### src/hdl/rudfp_pkg.sv
`default_nettype none
package rudfp_pkg;

  localparam int MAX_ACK_BYTES = 64;
  localparam int HEAD_BYTES    = 12;
  localparam int LEN_W         = 16;
  localparam int IDX_W         = $clog2(MAX_ACK_BYTES + 1);
  localparam int HEAD_IDX_W    = $clog2(HEAD_BYTES);
  localparam int NUM_PW        = 5;

  localparam int FIFO_DEPTH = 4;
  localparam int PTR_W      = $clog2(FIFO_DEPTH);
  localparam int CNT_W      = $clog2(FIFO_DEPTH + 1);

  localparam int OUT_DATA_W = 144;

  localparam logic [7:0] T_HDR_BYTE  = 8'hAA;
  localparam logic [7:0] T_TAIL_BYTE = 8'h55;
  localparam logic [7:0] T_MAX_STATUS = 8'h02;
  localparam logic [15:0] MAX_DIST_RESET = 16'd800;

  localparam logic [7:0] A_HDR1 = 8'hFD;
  localparam logic [7:0] A_HDR2 = 8'hFC;
  localparam logic [7:0] A_HDR3 = 8'hFB;
  localparam logic [7:0] A_HDR4 = 8'hFA;
  localparam logic [7:0] A_TAIL1 = 8'h04;
  localparam logic [7:0] A_TAIL2 = 8'h03;
  localparam logic [7:0] A_TAIL3 = 8'h02;
  localparam logic [7:0] A_TAIL4 = 8'h01;

  localparam logic [15:0] ACK_CODE_VERSION  = 16'h0001;
  localparam logic [15:0] ACK_CODE_ENABLE   = 16'hFF01;
  localparam logic [15:0] ACK_CODE_END      = 16'hFE01;
  localparam logic [15:0] ACK_CODE_DISTANCE = 16'h6701;
  localparam logic [15:0] ACK_CODE_READ     = 16'h7301;

  localparam logic [2:0] KIND_TARGET     = 3'd0;
  localparam logic [2:0] KIND_BAD_STATUS = 3'd1;
  localparam logic [2:0] KIND_TOO_FAR    = 3'd2;
  localparam logic [2:0] KIND_DATA_TAIL  = 3'd3;
  localparam logic [2:0] KIND_ACK        = 3'd4;
  localparam logic [2:0] KIND_ACK_SHORT  = 3'd5;
  localparam logic [2:0] KIND_ACK_LONG   = 3'd6;
  localparam logic [2:0] KIND_ACK_TAIL   = 3'd7;

  localparam logic [2:0] CLS_VERSION   = 3'd0;
  localparam logic [2:0] CLS_ENABLE    = 3'd1;
  localparam logic [2:0] CLS_END       = 3'd2;
  localparam logic [2:0] CLS_DISTANCE  = 3'd3;
  localparam logic [2:0] CLS_READ      = 3'd4;
  localparam logic [2:0] CLS_UNKNOWN   = 3'd5;
  localparam logic [2:0] CLS_NO_STATUS = 3'd6;

  typedef struct packed {
    logic [2:0]              kind;
    logic                    last;
    logic [7:0]              target_state;
    logic [15:0]             target_range;
    logic [15:0]             ack_code;
    logic [LEN_W-1:0]        ack_length;
    logic [2:0]              ack_class;
    logic [NUM_PW-1:0][15:0] pw;
  } res_t;

endpackage
`default_nettype wire

### src/hdl/radar_uart_dual_frame_parser_core.sv
// Radar UART frame parser.
// Input channel (in_*): one received serial byte per item in in_tdata.
// Every byte is fed to two recognizers: target frames AA AA status dist
// 55 55 and acknowledge frames FD FC FB FA len payload 04 03 02 01.
// Result channel (out_*): out_tuser carries the result kind, out_tlast marks
// the final result caused by one byte, out_tdata carries the report fields.
// A byte causes zero, one or two results; with two, the target result leaves
// first.
// An accepted byte is registered, parsed from that register, and its
// results are written into the queue, from which the output is read.
// Throughput: one byte per cycle while in_tready is high. Results wait in a
// four-entry queue; the input is ready while the queue plus the byte being
// parsed leave room for two more results, so a stalled receiver holds the
// input off after at most a few results and nothing is lost.
// cfg_wen writes the distance limit; write it only while the block is idle.
// Reset (synchronous, rst_n low) returns both recognizers to idle, empties
// the queue and sets the distance limit to 800 cm.
`default_nettype none
module radar_uart_dual_frame_parser_core
  import rudfp_pkg::*;
(
  input  wire logic                  clk,
  input  wire logic                  rst_n,
  input  wire logic                  in_tvalid,
  output logic                       in_tready,
  input  wire logic [7:0]            in_tdata,   // rx_byte
  output logic                       out_tvalid,
  input  wire logic                  out_tready,
  output logic [OUT_DATA_W-1:0]      out_tdata,  // target_state, target_range,
                                                 // ack_code, ack_length,
                                                 // ack_class, payload_word0..4
  output logic                       out_tlast,  // last
  output logic [2:0]                 out_tuser,  // kind
  input  wire logic                  cfg_wen,
  input  wire logic [15:0]           cfg_wdata   // max_distance_cm
);

  typedef enum logic [2:0] {
    TP_IDLE, TP_HDR2, TP_STATUS, TP_DLO, TP_DHI, TP_TAIL1, TP_TAIL2
  } tphase_t;

  typedef enum logic [3:0] {
    AP_IDLE, AP_HDR2, AP_HDR3, AP_HDR4, AP_LENL, AP_LENH, AP_DATA,
    AP_TAIL1, AP_TAIL2, AP_TAIL3, AP_TAIL4
  } aphase_t;

  logic [7:0]       in_byte_r;
  logic             in_vld_r;
  logic [15:0]      max_dist_r;

  tphase_t          tphase_r, tphase_nxt;
  aphase_t          aphase_r, aphase_nxt;
  logic [7:0]       held_status_r, held_status_nxt;
  logic [15:0]      held_dist_r, held_dist_nxt;
  logic [LEN_W-1:0] ack_len_r, ack_len_nxt;
  logic [IDX_W-1:0] ack_idx_r, ack_idx_nxt;
  logic [IDX_W-1:0] idx_inc;
  logic [LEN_W-1:0] len_full;

  logic [HEAD_BYTES-1:0][7:0] head_r;
  logic                       head_we;
  logic [HEAD_IDX_W-1:0]      head_widx;
  logic [HEAD_BYTES-1:0][7:0] hb;

  logic  t_hit, a_hit;
  res_t  t_res, a_res, rep_res, res0, res1;
  logic [1:0] push_cnt;

  res_t             fifo_r [FIFO_DEPTH];
  logic [PTR_W-1:0] wr_ptr_r, rd_ptr_r;
  logic [CNT_W-1:0] cnt_r;
  logic             pop;
  res_t             cur;

  // Payload bytes beyond the frame length read as zero.
  always_comb begin
    for (int i = 0; i < HEAD_BYTES; i++) begin
      hb[i] = (LEN_W'(i) < ack_len_r) ? head_r[i] : 8'h00;
    end
  end

  always_comb begin
    rep_res = '0;
    if (ack_len_r < LEN_W'(2)) begin
      rep_res.kind       = KIND_ACK_SHORT;
      rep_res.ack_length = ack_len_r;
      rep_res.ack_class  = CLS_NO_STATUS;
    end else begin
      rep_res.kind       = KIND_ACK;
      rep_res.ack_length = ack_len_r;
      rep_res.ack_code   = {hb[1], hb[0]};
      for (int k = 0; k < NUM_PW; k++) begin
        rep_res.pw[k] = {hb[3 + 2 * k], hb[2 + 2 * k]};
      end
      priority if (ack_len_r < LEN_W'(4)) begin
        rep_res.ack_class = CLS_NO_STATUS;
      end else if ({hb[1], hb[0]} == ACK_CODE_VERSION) begin
        rep_res.ack_class = CLS_VERSION;
      end else if ({hb[1], hb[0]} == ACK_CODE_ENABLE) begin
        rep_res.ack_class = CLS_ENABLE;
      end else if ({hb[1], hb[0]} == ACK_CODE_END) begin
        rep_res.ack_class = CLS_END;
      end else if ({hb[1], hb[0]} == ACK_CODE_DISTANCE) begin
        rep_res.ack_class = CLS_DISTANCE;
      end else if ({hb[1], hb[0]} == ACK_CODE_READ) begin
        rep_res.ack_class = CLS_READ;
      end else begin
        rep_res.ack_class = CLS_UNKNOWN;
      end
    end
  end

  always_comb begin
    tphase_nxt      = tphase_r;
    held_status_nxt = held_status_r;
    held_dist_nxt   = held_dist_r;
    t_hit           = 1'b0;
    t_res           = '0;
    unique case (tphase_r)
      TP_IDLE: begin
        if (in_byte_r == T_HDR_BYTE) tphase_nxt = TP_HDR2;
      end
      TP_HDR2: begin
        tphase_nxt = (in_byte_r == T_HDR_BYTE) ? TP_STATUS : TP_IDLE;
      end
      TP_STATUS: begin
        held_status_nxt = in_byte_r;
        tphase_nxt      = TP_DLO;
      end
      TP_DLO: begin
        held_dist_nxt = {8'h00, in_byte_r};
        tphase_nxt    = TP_DHI;
      end
      TP_DHI: begin
        held_dist_nxt = {in_byte_r, held_dist_r[7:0]};
        tphase_nxt    = TP_TAIL1;
      end
      TP_TAIL1: begin
        tphase_nxt = (in_byte_r == T_TAIL_BYTE) ? TP_TAIL2 : TP_IDLE;
      end
      TP_TAIL2: begin
        t_hit = 1'b1;
        priority if (in_byte_r != T_TAIL_BYTE) begin
          t_res.kind = KIND_DATA_TAIL;
        end else if (held_status_r > T_MAX_STATUS) begin
          t_res.kind = KIND_BAD_STATUS;
        end else if (held_status_r != 8'h00 && held_dist_r > max_dist_r) begin
          t_res.kind = KIND_TOO_FAR;
        end else begin
          t_res.kind = KIND_TARGET;
        end
        t_res.target_state = held_status_r;
        t_res.target_range = (in_byte_r == T_TAIL_BYTE && held_status_r == 8'h00) ?
                             16'h0000 : held_dist_r;
        tphase_nxt = TP_IDLE;
      end
      default: tphase_nxt = TP_IDLE;
    endcase
  end

  assign idx_inc  = ack_idx_r + IDX_W'(1);
  assign len_full = {in_byte_r, ack_len_r[7:0]};

  always_comb begin
    aphase_nxt  = aphase_r;
    ack_len_nxt = ack_len_r;
    ack_idx_nxt = ack_idx_r;
    head_we     = 1'b0;
    head_widx   = ack_idx_r[HEAD_IDX_W-1:0];
    a_hit       = 1'b0;
    a_res       = '0;
    unique case (aphase_r)
      AP_IDLE: if (in_byte_r == A_HDR1) aphase_nxt = AP_HDR2;
      AP_HDR2: aphase_nxt = (in_byte_r == A_HDR2) ? AP_HDR3 : AP_IDLE;
      AP_HDR3: aphase_nxt = (in_byte_r == A_HDR3) ? AP_HDR4 : AP_IDLE;
      AP_HDR4: aphase_nxt = (in_byte_r == A_HDR4) ? AP_LENL : AP_IDLE;
      AP_LENL: begin
        ack_len_nxt = {8'h00, in_byte_r};
        aphase_nxt  = AP_LENH;
      end
      AP_LENH: begin
        ack_len_nxt = len_full;
        ack_idx_nxt = '0;
        priority if (len_full > LEN_W'(MAX_ACK_BYTES)) begin
          a_hit            = 1'b1;
          a_res.kind       = KIND_ACK_LONG;
          a_res.ack_length = len_full;
          aphase_nxt       = AP_IDLE;
        end else if (len_full == '0) begin
          aphase_nxt = AP_TAIL1;
        end else begin
          aphase_nxt = AP_DATA;
        end
      end
      AP_DATA: begin
        head_we     = (ack_idx_r < IDX_W'(HEAD_BYTES));
        ack_idx_nxt = idx_inc;
        if (LEN_W'(idx_inc) >= ack_len_r) aphase_nxt = AP_TAIL1;
      end
      AP_TAIL1: aphase_nxt = (in_byte_r == A_TAIL1) ? AP_TAIL2 : AP_IDLE;
      AP_TAIL2: aphase_nxt = (in_byte_r == A_TAIL2) ? AP_TAIL3 : AP_IDLE;
      AP_TAIL3: aphase_nxt = (in_byte_r == A_TAIL3) ? AP_TAIL4 : AP_IDLE;
      AP_TAIL4: begin
        a_hit = 1'b1;
        if (in_byte_r == A_TAIL4) begin
          a_res = rep_res;
        end else begin
          a_res.kind       = KIND_ACK_TAIL;
          a_res.ack_length = ack_len_r;
        end
        aphase_nxt = AP_IDLE;
      end
      default: aphase_nxt = AP_IDLE;
    endcase
  end

  always_comb begin
    res0 = t_hit ? t_res : a_res;
    res1 = a_res;
    res0.last = !(t_hit && a_hit);
    res1.last = 1'b1;
    push_cnt = in_vld_r ? (2'(t_hit) + 2'(a_hit)) : 2'd0;
  end

  assign in_tready  = (cnt_r + CNT_W'(push_cnt)) <= CNT_W'(FIFO_DEPTH - 2);
  assign out_tvalid = (cnt_r != '0);
  assign pop        = out_tvalid && out_tready;
  assign cur        = fifo_r[rd_ptr_r];
  assign out_tdata  = {5'd0, cur.pw, cur.ack_class, cur.ack_length, cur.ack_code,
                       cur.target_range, cur.target_state};
  assign out_tlast  = cur.last;
  assign out_tuser  = cur.kind;

  always_ff @(posedge clk) begin
    in_byte_r <= in_tdata;
    if (in_vld_r && head_we) head_r[head_widx] <= in_byte_r;
    if (push_cnt != 2'd0) fifo_r[wr_ptr_r] <= res0;
    if (push_cnt == 2'd2) fifo_r[wr_ptr_r + PTR_W'(1)] <= res1;
    if (!rst_n) begin
      in_vld_r      <= 1'b0;
      max_dist_r    <= MAX_DIST_RESET;
      tphase_r      <= TP_IDLE;
      aphase_r      <= AP_IDLE;
      held_status_r <= '0;
      held_dist_r   <= '0;
      ack_len_r     <= '0;
      ack_idx_r     <= '0;
      wr_ptr_r      <= '0;
      rd_ptr_r      <= '0;
      cnt_r         <= '0;
    end else begin
      in_vld_r <= in_tvalid && in_tready;
      if (cfg_wen) max_dist_r <= cfg_wdata;
      if (in_vld_r) begin
        tphase_r      <= tphase_nxt;
        aphase_r      <= aphase_nxt;
        held_status_r <= held_status_nxt;
        held_dist_r   <= held_dist_nxt;
        ack_len_r     <= ack_len_nxt;
        ack_idx_r     <= ack_idx_nxt;
      end
      wr_ptr_r <= wr_ptr_r + PTR_W'(push_cnt);
      rd_ptr_r <= rd_ptr_r + PTR_W'(pop);
      cnt_r    <= cnt_r + CNT_W'(push_cnt) - CNT_W'(pop);
    end
  end

endmodule
`default_nettype wire

### config.mk
export PLATFORM = sky130hd
export DESIGN_NAME = radar_uart_dual_frame_parser_core
export DESIGN_NICKNAME = d
export VERILOG_FILES = /design/src/hdl/rudfp_pkg.sv /design/src/hdl/radar_uart_dual_frame_parser_core.sv
export SDC_FILE = /design/constraint.sdc
export NUM_CORES = 1
export LEC_CHECK = 0
export BUFFER_PORTS_ARGS = -buffer_cell sky130_fd_sc_hd__buf_2
export CAP_MARGIN = 20
export CORE_AREA = 5 5 245 343
export DETAILED_ROUTE_END_ITERATION = 8
export DIE_AREA = 0 0 250 348
export GPL_TIMING_DRIVEN = 0
export PLACE_DENSITY = 0.66
export SYNTH_ARGS = -nofsm -noshare
export SYNTH_HDL_FRONTEND = slang
export SYNTH_SLANG_ARGS = --single-unit
### constraint.sdc
create_clock -name clk -period 11.2 [get_ports clk]
set_input_delay 1.68 -clock clk [delete_from_list [all_inputs] [get_ports clk]]
set_output_delay 1.68 -clock clk [all_outputs]
set_load 0.01 [all_outputs]
==> results.py <==
metrics = {
    "run_status": {
        "status": "finished, final reports clean",
    },
    "route": {
        "drt-initial-drc-count": 2223,
        "first_pass_iters": 6,
        "drcViolationCount": 0,
        "route.met2.wl_mm": 47.0,
        "maxUsedRoutingLayer": "met4",
        "met1_length_mm": 33.7,
        "wl_per_cell_um": 24.0,
        "met3_length_mm": 5.84,
        "drtAntennaViolNets": 0,
        "routed_wirelength_mm": 90.4,
        "via_count": 21188,
        "vias_per_cell": 5.63,
    },
    "critical_path": {
        "r2r-start": "in_byte_r[3]",
        "cp_slowest_cell": "dfxtp_1",
        "critical_path_depth": 11,
        "max_stage_delay_ns": 1.07,
        "crit_buf_inv": 3,
        "regToRegSetupSlack_ns": 7.06,
        "endpoint_kind": "primary output",
        "crit_top_cell": "buf_2",
        "r2r-end": "fifo_r[1][68]",
        "cp-endpoint": "in_tready",
        "start_kind": "flop",
        "cp.arrival_ns": 4.35,
        "startpoint": "in_byte_r[3]",
        "crit_family": "flip-flops",
        "critPathRequiredTime_ns": 9.52,
        "cp_max_fo": 13,
        "path_class": "flop to primary output",
        "reg2regPathDepth": 7,
        "path_cells": "buf_2 > nor4_4 > and3_4 > a22oi_2 > buf_2 > nor2_1 > nor3_1 > ha_1 > fa_1 > a21oi_1 > buf_2",
    },
    "clock_network": {
        "numCtsBuffers": 73,
        "clk_pin_slew_ns": 0.06,
        "cts_sinks": 754,
        "cts_buffer_depth": 3,
        "holdBufCountCts": 0,
        "cts_max_level": 3,
        "post_cts_buffers": 0,
        "postCtsResizedCells": 0,
        "worstSkewPairLatency_ns": 0.63,
        "cts_tree": "built",
        "root_buffer": "clkbuf_16",
    },
    "pwr": {
        "swShare_pct": 22.1,
        "p_leak_nw": 14.0,
        "vdd_ir_drop_max_mv": 0.0933,
        "seq_power_share_pct": 50.9,
        "combPwrFrac_pct": 6.3,
        "powerDensity_nw_per_um2": 159,
        "clkPwrFrac_pct": 42.8,
        "intPower_w": 0.00458,
        "switchingPower_w": 0.00130,
        "p_total_w": 0.00589,
    },
    "final_layout": {
        "area_delta_synth_final_pct": 16.0,
        "stdcell_count": 3766,
        "final_common_cell": "edfxtp_1",
        "antennaDiodeCount": 0,
        "drive_gt1_share_pct": 20.0,
        "layout_common_cells": "568 x edfxtp_1, 274 x nor2_1, 263 x and3_1, 212 x buf_2, 186 x dfxtp_1",
        "fillCellCount": 7057,
        "layout.nets": 2698,
        "fin_area_um2": 37100,
    },
    "synthesis": {
        "synth_cell_types": 81,
        "yosysSeqAreaShare_pct": 65.0,
        "async_flop_share_pct": 0,
        "synth_ff_type": "edfxtp_1",
        "yosysWarnings": 0,
        "ys_ff_latch": 754,
        "synth_edf_count": 568,
        "synth_area_um2": 32000,
        "syn-mean-instance-area_um2": 13.5,
        "synthCells": 2364,
    },
    "placement": {
        "routabilityCongestion": 0.918,
        "port_buffers": 172,
        "hpwl_mm": 61.8,
        "dpl_cell_area_um2": 34600,
        "place_inst": 3632,
    },
    "die": {
        "die-area_um2": 87000,
        "rows": 124,
        "start_util_pct": 39.5,
        "dieHeight_um": 348,
        "io_pins": 179,
        "die_x_um": 250,
        "coreArea_um2": 80800,
    },
    "grt": {
        "grt_usage_pct": 20.1,
        "first_global_vias": 21857,
        "antenna_found_initial": 0,
        "grt_max_degree": 76,
        "grt_pass1_wl_mm": 135,
        "overflow": 0,
    },
    "sta": {
        "fmax_mhz": 166,
        "hold_viol": 0,
        "min_period_ns": 6.03,
        "rsz0062_at_grt": "no",
        "clock_skew_ns": 0.0300,
        "slew_headroom_pct": 24.1,
        "timing.final.max_slew_violations": 0,
        "tightest_slew_ns": 1.14,
        "setup_viol": 0,
        "min_period_over_period_pct": 53.8,
    },
    "hold_path": {
        "hold_class": "flop to flop",
    },
    "job": {
        "maxCapViolCount": 0,
    },
}
==> cell families (layout without fill, tap and decap cells) <==
family                     count (synthesis)  count (layout)  share of synthesized area (%)
and+or+nand+nor                          907             907                           14.3
DFF                                      754             754                           65.0
AOI/OAI and AO/OA                        260             260                           5.14
buffers and inverters                    232             559                           3.10
muxes                                    165             165                           10.8
adders and majority gates                 33              33                           1.32
xor gates and xnor gates                  12              12                          0.329
other                                      1               5                         0.0117
==> flip-flops by register name (all words and copies together), names as in the netlist, 4 cells and up <==
| name | count |
|---|---|
| fifo_r | 572 |
| head_r | 96 |
| ack_len_r | 16 |
| held_dist_r | 16 |
| max_dist_r | 16 |
| held_status_r | 8 |
| in_byte_r | 8 |
| ack_idx_r | 7 |
| aphase_r | 4 |
==> stage by stage <==
| stage | setup TNS [ns] | hold slack, ns | worst slack, ns | util [%] |
|---|---|---|---|---|
| 6_report | 0 | 0.452 | 5.17 | 45.9 |
| 5_1_grt | 0 | 0.473 | 5.03 | 45.9 |
| 4_1_cts | 0 | 0.454 | 5.11 | 45.9 |
| 3_5_place_dp | 0 | 0.445 | 5.80 | 42.8 |
| 3_3_place_gp | -910.67 | 0.438 | -7.66 | 42.3 |
| 2_1_floorplan | 0 | 0.422 | 0.918 | - |
==> power groups by stage <==
| stage | Combinational, W | Clock, W | Sequential (W) |
|---|---|---|---|
| floorplan | 0.000243 | 0 | 0.00305 |
| global placement | 0.000367 | 0 | 0.00306 |
| detailed placement | 0.000383 | 0 | 0.00305 |
| CTS | 0.000384 | 0.00255 | 0.00299 |
| global route | 0.000403 | 0.00266 | 0.00299 |
| finish | 0.000373 | 0.00252 | 0.00299 |
==> Yosys cell counts (4+ instances only) <==
| library cell | number | area [µm²] |
|---|---|---|
| a21o_1 | 6 | 45.0 |
| a21oi_1 | 129 | 646 |
| a22o_1 | 24 | 210 |
| a22oi_1 | 20 | 150 |
| a31oi_1 | 8 | 50.1 |
| and2_1 | 13 | 81.3 |
| and3_1 | 263 | 1650 |
| buf_1 | 18 | 67.6 |
| buf_2 | 39 | 195 |
| buf_4 | 7 | 52.6 |
| buf_6 | 6 | 67.6 |
| clkbuf_1 | 122 | 458 |
| dfxtp_1 | 186 | 3720 |
| edfxtp_1 | 568 | 17100 |
| ha_1 | 32 | 400 |
| inv_1 | 35 | 131 |
| mux2i_1 | 22 | 220 |
| mux4_2 | 143 | 3220 |
| nand2_1 | 174 | 653 |
| nand3_1 | 89 | 445 |
| nand4_1 | 14 | 87.6 |
| nor2_1 | 274 | 1030 |
| nor2b_1 | 7 | 43.8 |
| nor3_1 | 11 | 55.1 |
| nor3b_1 | 4 | 30.0 |
| nor4_1 | 9 | 56.3 |
| nor4b_1 | 4 | 35.0 |
| o211ai_1 | 6 | 45.0 |
| o21ai_0 | 23 | 115 |
| o22ai_1 | 4 | 25.0 |
| or3_1 | 7 | 43.8 |
| or4_1 | 6 | 45.0 |
| xnor2_1 | 5 | 43.8 |
| xor2_1 | 7 | 61.3 |
==> metal layers <==
metal	up-vias	global-route usage, %
li1	9428	-
met1	10645	24.2
met2	932	36.0
met3	183	3.23
met4	0	8.60
met5	-	0
==> worst min-delay path: stages, from the launching register on <==
cell and delay (ns):
dfxtp_1 0.31, nand2_1 0.05, a21oi_1 0.05
==> how the worst min path moves through the flow <==
stage | from | end | slack (ns) | cells after the start
after floorplan | fifo_r[3][139] | fifo_r[3][139] | 0.42 | 2
final | fifo_r[2][132] | fifo_r[2][132] | 0.45 | 2
after global placement | fifo_r[3][139] | fifo_r[3][139] | 0.44 | 2
after global routing | fifo_r[0][136] | fifo_r[0][136] | 0.47 | 2
after detailed placement | fifo_r[2][136] | fifo_r[2][136] | 0.45 | 2
after CTS | fifo_r[2][136] | fifo_r[2][136] | 0.45 | 2
==> layout make-up <==
cell class	instances	area [µm²]	area share [%]
clock buffers	97	1990	5.37
flip-flops and latches	754	20800	56.1
plain buffers	192	841	2.27
inverters	40	156	0.422
repair buffers	193	1270	3.42
well taps	1071	1340	3.61
multi-input cells	1382	10200	27.6
clock inverters	37	448	1.21
Power figures use the tool's default switching activity.
